--- src/hw/rtl/csg_pkg.sv ---
// ----------------------------------------------------------------------------
// csg_pkg
// Shared types and constants of the charge-sensor gesture classifier.
// ----------------------------------------------------------------------------
package csg_pkg;

    localparam int SAMPLE_W  = 16;
    localparam int STEP_W    = 17;
    localparam int HOLD_W    = 8;
    localparam int DEV_W     = 19;
    localparam int HIST_DEPTH = 3;
    localparam logic signed [DEV_W-1:0] LEVEL_SCALE = 19'sd32760;

    localparam logic [STEP_W-1:0] BIG_STEP_RST     = 17'd54600;
    localparam logic [STEP_W-1:0] SMALL_STEP_RST   = 17'd23400;
    localparam logic [HOLD_W-1:0] HOLD_NONZERO_RST = 8'd20;
    localparam logic [HOLD_W-1:0] HOLD_ZERO_RST    = 8'd25;
    localparam logic [HOLD_W-1:0] HOLD_MAX         = 8'd255;

    typedef logic signed [SAMPLE_W-1:0] t_sample;
    typedef logic [STEP_W-1:0]          t_step;
    typedef logic [HOLD_W-1:0]          t_hold;
    typedef logic signed [1:0]          t_lvl;
    typedef logic signed [2:0]          t_pend;
    typedef logic signed [3:0]          t_gest;

    localparam t_lvl LVL_NEG  = -2'sd1;
    localparam t_lvl LVL_ZERO = 2'sd0;
    localparam t_lvl LVL_POS  = 2'sd1;

    typedef enum logic [1:0] {
        CFG_BIG_STEP     = 2'd0,
        CFG_SMALL_STEP   = 2'd1,
        CFG_HOLD_NONZERO = 2'd2,
        CFG_HOLD_ZERO    = 2'd3
    } t_cfg_idx;

    typedef struct packed {
        t_step big_step;
        t_step small_step;
        t_hold hold_nonzero;
        t_hold hold_zero;
    } t_cfg;

    // debounced level event from the quantizer to the classifier
    typedef struct packed {
        logic push;
        t_lvl level;
    } t_lvl_evt;

endpackage

--- src/hw/rtl/csg_level.sv ---
// ----------------------------------------------------------------------------
// csg_level
// Quantizes a sample into a three-valued level and debounces it with a
// saturating hold counter; holds the previous level and the count.
// ----------------------------------------------------------------------------
module csg_level
    import csg_pkg::*;
(
    input  logic     i_clk,
    input  logic     i_rst_n,
    input  logic     i_en,
    input  t_sample  i_sample,
    input  t_cfg     i_cfg,
    input  t_lvl     i_hist0,
    output t_lvl_evt o_evt
);

    t_lvl  r_prev, n_prev;
    t_hold r_cnt, n_cnt;

    logic signed [DEV_W-1:0] dev, base, big, small_thr;
    t_lvl  lv;
    t_hold cnt_inc;
    logic  same, push;

    always_comb begin
        priority if (r_prev == LVL_POS) begin
            base = LEVEL_SCALE;
        end else if (r_prev == LVL_NEG) begin
            base = -LEVEL_SCALE;
        end else begin
            base = '0;
        end
        dev       = DEV_W'(i_sample) - base;
        big       = signed'({2'b00, i_cfg.big_step});
        small_thr = signed'({2'b00, i_cfg.small_step});

        // big step checked first, small step moves one level with clamping
        priority if (dev >= big) begin
            lv = LVL_POS;
        end else if (dev >= small_thr) begin
            lv = (r_prev == LVL_POS) ? LVL_POS : r_prev + LVL_POS;
        end else if (dev <= -big) begin
            lv = LVL_NEG;
        end else if (dev <= -small_thr) begin
            lv = (r_prev == LVL_NEG) ? LVL_NEG : r_prev - LVL_POS;
        end else begin
            lv = r_prev;
        end

        same    = (lv == r_prev);
        cnt_inc = (r_cnt == HOLD_MAX) ? r_cnt : r_cnt + 8'd1;
        push    = same && (((lv != LVL_ZERO) && (cnt_inc >= i_cfg.hold_nonzero)
                            && (lv != i_hist0))
                        || ((lv == LVL_ZERO) && (cnt_inc >= i_cfg.hold_zero)));

        n_prev = lv;
        n_cnt  = push ? '0 : (same ? cnt_inc : '0);
    end

    always_ff @(posedge i_clk) begin
        if (!i_rst_n) begin
            r_prev <= LVL_ZERO;
            r_cnt  <= '0;
        end else if (i_en) begin
            r_prev <= n_prev;
            r_cnt  <= n_cnt;
        end
    end

    assign o_evt.push  = push;
    assign o_evt.level = lv;

endmodule

--- src/hw/rtl/csg_class.sv ---
// ----------------------------------------------------------------------------
// csg_class
// Three-deep level history and the gesture classifier with its pending
// action register; a gesture code is produced on each pushed level.
// ----------------------------------------------------------------------------
module csg_class
    import csg_pkg::*;
(
    input  logic     i_clk,
    input  logic     i_rst_n,
    input  logic     i_en,
    input  t_lvl_evt i_evt,
    output t_lvl     o_hist0,
    output t_gest    o_gesture
);

    t_lvl  r_hist [HIST_DEPTH];
    t_pend r_pend, n_pend;
    t_lvl  h0, h1, h2;
    t_pend h2x, h2x2;
    t_gest g, pend2;

    always_comb begin
        // history as it stands after the push
        h0    = i_evt.level;
        h1    = r_hist[0];
        h2    = r_hist[1];
        h2x   = 3'(h2);
        h2x2  = h2x <<< 1;
        pend2 = 4'(r_pend) <<< 1;
        g      = '0;
        n_pend = r_pend;
        priority if (h2 == LVL_ZERO && h0 == LVL_ZERO && r_pend == '0) begin
            n_pend = 3'(h1);
        end else if (h1 == LVL_NEG && h2 == LVL_POS) begin
            g      = -4'sd1;
            n_pend = '0;
        end else if (h1 == LVL_POS && h2 == LVL_NEG) begin
            g      = 4'sd1;
            n_pend = '0;
        end else if (h2x == r_pend && h1 == LVL_ZERO && h0 == LVL_ZERO) begin
            g      = pend2;
            n_pend = '0;
        end else if (h2x2 == r_pend && h1 == LVL_ZERO && h0 == LVL_ZERO) begin
            g      = pend2;
            n_pend = '0;
        end else if (3'(h0) == h2x && 3'(h0) == r_pend && r_pend != '0
                     && h1 == LVL_ZERO) begin
            n_pend = r_pend <<< 1;
        end else if (h2 == LVL_ZERO && h0 == LVL_ZERO && r_pend != '0) begin
            n_pend = r_pend;
        end else begin
            n_pend = '0;
        end
    end

    always_ff @(posedge i_clk) begin
        if (!i_rst_n) begin
            for (int i = 0; i < HIST_DEPTH; i++) begin
                r_hist[i] <= LVL_ZERO;
            end
            r_pend <= '0;
        end else if (i_en && i_evt.push) begin
            r_hist[0] <= h0;
            for (int i = 1; i < HIST_DEPTH; i++) begin
                r_hist[i] <= r_hist[i-1];
            end
            r_pend <= n_pend;
        end
    end

    assign o_hist0   = r_hist[0];
    assign o_gesture = i_evt.push ? g : '0;

endmodule

--- src/hw/rtl/charge_sensor_gesture_classifier.sv ---
// ----------------------------------------------------------------------------
// charge_sensor_gesture_classifier
// Quantizes charge-variation samples into levels and classifies gestures.
// ----------------------------------------------------------------------------
// Usage:
//   Input channel i_in_valid/o_in_ready carries one signed sample a beat.
//   Output channel o_out_valid/i_out_ready carries one result a beat:
//   o_gesture (0 none, +/-1 swipe, +/-2 tap, +/-4 double tap) and o_level.
//   Config channel i_cfg_valid/o_cfg_ready writes big_step, small_step,
//   hold_nonzero, hold_zero by index; it is always ready. The user must
//   write it only while no sample is in flight; the block does not enforce it.
//   A sample waits in the input register, where it is quantized
//   and classified, and its result then moves into the output register.
//   One sample per cycle is sustained while the receiver does not stall:
//   level, hold count, history and pending action update together as it moves on.
//   Reset (synchronous, active low) empties both registers, clears all
//   state and loads the default thresholds and hold counts.
//   When the receiver stalls the result waits in the output register and
//   one more sample is held in the input register before o_in_ready drops.
// ----------------------------------------------------------------------------
module charge_sensor_gesture_classifier
    import csg_pkg::*;
(
    input  logic        i_clk,
    input  logic        i_rst_n,
    input  logic        i_in_valid,
    output logic        o_in_ready,
    input  t_sample     i_sample,
    output logic        o_out_valid,
    input  logic        i_out_ready,
    output t_gest       o_gesture,
    output t_lvl        o_level,
    input  logic        i_cfg_valid,
    output logic        o_cfg_ready,
    input  logic [1:0]  i_cfg_index,
    input  logic [16:0] i_cfg_data
);

    t_cfg     r_cfg;
    logic     r_in_vld, r_out_vld;
    t_sample  r_sample;
    t_gest    r_gesture;
    t_lvl     r_level;
    logic     move;
    t_lvl_evt evt;
    t_lvl     hist0;
    t_gest    gesture;

    assign move        = r_in_vld && (!r_out_vld || i_out_ready);
    assign o_in_ready  = !r_in_vld || move;
    assign o_cfg_ready = 1'b1;

    always_ff @(posedge i_clk) begin
        if (!i_rst_n) begin
            r_cfg.big_step     <= BIG_STEP_RST;
            r_cfg.small_step   <= SMALL_STEP_RST;
            r_cfg.hold_nonzero <= HOLD_NONZERO_RST;
            r_cfg.hold_zero    <= HOLD_ZERO_RST;
        end else if (i_cfg_valid && o_cfg_ready) begin
            unique case (t_cfg_idx'(i_cfg_index))
                CFG_BIG_STEP:     r_cfg.big_step     <= i_cfg_data;
                CFG_SMALL_STEP:   r_cfg.small_step   <= i_cfg_data;
                CFG_HOLD_NONZERO: r_cfg.hold_nonzero <= i_cfg_data[HOLD_W-1:0];
                CFG_HOLD_ZERO:    r_cfg.hold_zero    <= i_cfg_data[HOLD_W-1:0];
            endcase
        end
    end

    always_ff @(posedge i_clk) begin
        if (!i_rst_n) begin
            r_in_vld  <= 1'b0;
            r_out_vld <= 1'b0;
        end else begin
            if (i_in_valid && o_in_ready) begin
                r_in_vld <= 1'b1;
            end else if (move) begin
                r_in_vld <= 1'b0;
            end
            if (move) begin
                r_out_vld <= 1'b1;
            end else if (i_out_ready) begin
                r_out_vld <= 1'b0;
            end
        end
    end

    always_ff @(posedge i_clk) begin
        if (i_in_valid && o_in_ready) begin
            r_sample <= i_sample;
        end
        if (move) begin
            r_gesture <= gesture;
            r_level   <= evt.level;
        end
    end

    csg_level u_level (
        .i_clk    (i_clk),
        .i_rst_n  (i_rst_n),
        .i_en     (move),
        .i_sample (r_sample),
        .i_cfg    (r_cfg),
        .i_hist0  (hist0),
        .o_evt    (evt)
    );

    csg_class u_class (
        .i_clk     (i_clk),
        .i_rst_n   (i_rst_n),
        .i_en      (move),
        .i_evt     (evt),
        .o_hist0   (hist0),
        .o_gesture (gesture)
    );

    assign o_out_valid = r_out_vld;
    assign o_gesture   = r_gesture;
    assign o_level     = r_level;

    // a tap gesture completes only on a zero level
    a_tap_on_zero: assert property (@(posedge i_clk) disable iff (!i_rst_n)
        o_out_valid && (o_gesture == 4'sd2 || o_gesture == -4'sd2
                        || o_gesture == 4'sd4 || o_gesture == -4'sd4)
        |-> o_level == LVL_ZERO)
        else $error("tap gesture with nonzero level");

    // a held sample stays in the input register until it moves on
    a_in_hold: assert property (@(posedge i_clk) disable iff (!i_rst_n)
        r_in_vld && !move |=> r_in_vld && $stable(r_sample))
        else $error("input register lost a waiting sample");

    // both registers full and the receiver stalled: no new beat taken
    a_full_stall: assert property (@(posedge i_clk) disable iff (!i_rst_n)
        r_in_vld && r_out_vld && !i_out_ready |-> !o_in_ready)
        else $error("input accepted while pipeline is full");

endmodule

--- config.mk ---
export PLATFORM = sky130hd
export DESIGN_NAME = charge_sensor_gesture_classifier
export DESIGN_NICKNAME = d
export VERILOG_FILES = /design/src/hw/rtl/csg_pkg.sv /design/src/hw/rtl/csg_level.sv /design/src/hw/rtl/csg_class.sv /design/src/hw/rtl/charge_sensor_gesture_classifier.sv
export SDC_FILE = /design/constraint.sdc
export NUM_CORES = 1
export LEC_CHECK = 0
export BUFFER_PORTS_ARGS = -buffer_cell sky130_fd_sc_hd__buf_2
export CORE_MARGIN = 2
export CORE_UTILIZATION = 35
export DETAILED_ROUTE_END_ITERATION = 7
export PLACE_DENSITY_LB_ADDON = 0.1
export RECOVER_POWER = 25
export SYNTH_ARGS = -nofsm -noshare
export SYNTH_HDL_FRONTEND = slang
export SYNTH_SLANG_ARGS = --single-unit
--- constraint.sdc ---
create_clock -name i_clk -period 10.3 [get_ports i_clk]
set_clock_uncertainty 0.1 [all_clocks]
set_input_delay 0.515 -clock i_clk [delete_from_list [all_inputs] [get_ports i_clk]]
set_output_delay 0.515 -clock i_clk [all_outputs]
set_load 0.02 [all_outputs]
==> results.toml <==
[sta]
period_minus_slack_ps = 6760
finalSetupViolCount = 0
relSlewSlack = -0.805
setup_slack_ps = 3540
holdWs_ps = 226
finalCritPeriodShare = 0.656
finalHoldViolations = 0
fmax_ghz = 0.148
final.setup.tns_ps = 0
rsz0062_at_grt = "false"
final_max_slew_viol_count = 66
worstMarginPinSlew_ps = 2710

[synthesis]
synth_top_area_frac = 0.180
syn_area_um2 = 7240
seq_area_frac_synth = 0.288
post_synth_num_cell_types = 85
yosys.area.top_type = "dfxtp_1"
postSynthNetCount = 981
synth_area_per_cell_um2 = 8.56
yosys-top-cells-area = "dfxtp_1 (18%), ha_1 (16%), edfxtp_1 (11%)"
synth-edff-count = 26
synth_warnings = 0
synth-async-reset-ratio = 0
synth_ff_type = "dfxtp_1"
synth_seq_cells = 91
syn_inst = 846

[placed_design]
place_area_um2 = 7710
port_buffers = 47
hpwl_mm = 14.5
place_ws_ps = 3670
gp_congestion = 0.841

[final_layout]
register_area_um2 = 2080
n_antenna_cell = 0
syn_to_final_growth_pct = 10.8
layout_commonest_cell = "nand2_1"
final_area_um2 = 8030
drive_gt1_frac = 0.107
num-fill-cells = 2110
final_net_count = 1010
final_cell_mix = "nand2_1 (128), ha_1 (94), dfxtp_1 (65)"
multiInputGateArea_um2 = 4800

[critical_path]
r2r_end = "u_class.r_hist[0][1]"
worst-path-max-fanout = 13
required_ps = 10170
slowest_delay_ps = 530
reg2reg_depth = 27
crit_arrival_ps = 6630
crit_family = "compound AO/OA/AOI/OAI gates"
worstReg2RegStart = "u_level.r_prev[0]"
critPathKind = "reg2reg"
start_kind = "flip-flop"
path_buf_inv = 2
rrSetupSlack_ps = 3540
endpoint_kind = "flip-flop"
crit_path_top_delay_cell = "dfxtp_1"

[power_and_ir_drop]
clockPowerShare = 0.314
power_frac_seq = 0.347
p_sw_frac = 0.359
finalPower_mw = 1.15
leakagePower_nw = 3.32
power_density_nw_per_um2 = 144
peakVddDrop_uv = 76.9
combPwrFrac = 0.339
p_int_uw = 739
switchingPower_uw = 414

[clock_network]
cts_tree = "done"
cts_max_level = 3
cts_hold_buf = 0
clk_latency_ps = 370
clockRootBuffer = "clkbuf_16"
clockBufferDepth = 2
cts_made_buffers = 9
cts_sinks = 91
cts_resized = 0
cts_setup_buffers = 0
cts.reportedPaths.clkPinSlew_ps = 70

[drt]
routed_wl_mm = 18.9
remaining_drc_errors = 0
dr.first_iter.drc_count = 266
firstDrtPassIters = 5
vias = 6032
drt-vias-per-instance = 5.25
detail-route-antenna-nets = 0
wl_per_cell_um = 16.4

[floorplan]
dieArea_um2 = 21900
fp.coreArea_um2 = 20300
fp-row-count = 52
ios = 49
die_width_um = 148
start_util = 0.357
die_h_um = 148

[worst_hold_path]
holdPathStages = 1
hold_class = "in2reg"
hold_path.startpoint = "i_sample[2]"
worstHoldEndpoint = "r_sample[2]"

[job]
maxCapViolations = 1

[global_routing]
antenna_found_initial = 0
grt_max_degree = 66
grt_first_pass_wirelength_mm = 30.5
overflow = 0
first_global_vias = 5697
track_usage = 0.179

[outcome]
violations = "capacitance limit, slew limit"
status = "finished, violations left"
-- power by group through the flow --
stage / clock [mW] / sequential [mW] / combinational (mW)
2_1_floorplan: 0 / 0.404 / 0.291
4_1_cts: 0.379 / 0.400 / 0.391
3_3_place_gp: 0 / 0.409 / 0.391
6_report: 0.362 / 0.400 / 0.391
3_5_place_dp: 0 / 0.409 / 0.388
5_1_grt: 0.388 / 0.403 / 0.445
-- worst max-delay path by stage --
stage / depth (start not counted) / startpoint / end / slack [ps]
6_report: 27 / u_level.r_prev[0] / u_class.r_hist[0][1] / 3540
5_1_grt: 27 / u_level.r_prev[0] / u_class.r_hist[0][1] / 2760
4_1_cts: 27 / u_level.r_prev[0] / u_class.r_hist[0][1] / 3630
3_5_place_dp: 27 / u_level.r_prev[0] / u_class.r_hist[0][2] / 3670
3_3_place_gp: 27 / u_level.r_prev[0] / u_class.r_hist[0][3] / 3790
2_1_floorplan: 27 / u_level.r_prev[0] / u_level.r_cnt[3] / 4410
-- stage by stage --
| step | instances | utilization |
|---|---|---|
| 3_3_place_gp | 1134 | 0.380 |
| 5_1_grt | 1150 | 0.395 |
| 4_1_cts | 1150 | 0.396 |
| 3_5_place_dp | 1134 | 0.380 |
| 2_1_floorplan | 846 | - |
| 6_report | 1150 | 0.395 |
-- Yosys cell counts, types with 4 or more instances --
library cell and instances:
a211oi_1 10, a21boi_0 30, a21boi_1 5, a21o_1 21
a21oi_1 32, a221o_1 5, a22o_1 8, a31oi_1 4
and2_1 7, and3_1 15, and4_1 5, clkbuf_1 26
dfxtp_1 65, edfxtp_1 26, ha_1 94, inv_1 62
mux2i_1 5, nand2_1 128, nand2b_1 12, nand3_1 25
nand3b_1 4, nand4_1 7, nor2_1 30, nor2b_1 11
nor3_1 18, nor3b_1 4, nor4_1 12, o211ai_1 17
o21a_1 5, o21ai_0 20, o21ai_1 4, o21bai_1 5
o31ai_1 5, or2_2 4, or3_1 5, or4_1 4
xnor2_1 33, xor2_1 10
-- routing by layer --
| metal | share of wire | vias up | wire (µm) | GRT usage |
|---|---|---|---|---|
| met5 | 0 | - | 0 | 0 |
| met4 | 0.010 | 0 | 189 | 0.0400 |
| met3 | 0.025 | 9 | 480 | 0.0265 |
| met2 | 0.44 | 76 | 8290 | 0.279 |
| met1 | 0.53 | 2830 | 9910 | 0.263 |
| li1 | - | 3117 | - | - |
-- worst register-to-register path: stages (launching register included) --
cell,delay [ps]
dfxtp_1,530
ha_1,300
inv_1,260
nand2_1,150
ha_1,170
inv_1,50
fa_1,420
a211oi_1,220
o21bai_1,130
a21oi_1,240
o21bai_1,90
a21oi_1,170
xnor2_1,150
ha_1,350
and3_1,200
nand3_1,130
o21bai_1,230
a21oi_1,230
a211oi_1,80
a2111o_1,380
a31oi_1,380
and2_1,310
o211a_4,260
nor2_8,60
a2bb2oi_1,260
o21ai_2,140
and2_1,190
nand2b_1,210
-- area by class of cell --
| cell class | instances | share of cell area |
|---|---|---|
| multi-input combinational | 660 | 0.598 |
| sequential | 91 | 0.259 |
| timing repair buffer | 49 | 0.0307 |
| clock inverter | 7 | 0.0115 |
| clock buffer | 9 | 0.0281 |
| inverter | 64 | 0.0299 |
| tap | 270 | 0.0421 |
-- flip-flops by register name, summed over array words and instances, names as in the netlist --
name / cells
r_cfg: 50
r_sample: 16
u_level.r_cnt: 8
o_gesture: 4
u_class.r_hist: 4
u_class.r_pend: 3
o_level: 2
u_level.r_prev: 2
o_out_valid: 1
r_in_vld: 1
-- kinds of logic after synthesis --
logic type,after synthesis,share of synthesized area
AOI/OAI and AO/OA,202,0.206
and+or+nand+nor,306,0.215
xor gates and xnor gates,47,0.0627
adders and majority gates,98,0.169
muxes,6,0.00847
DFF,91,0.288
other,1,0.000518
buffers and inverters,95,0.0501
Power figures use the tool's default switching activity.
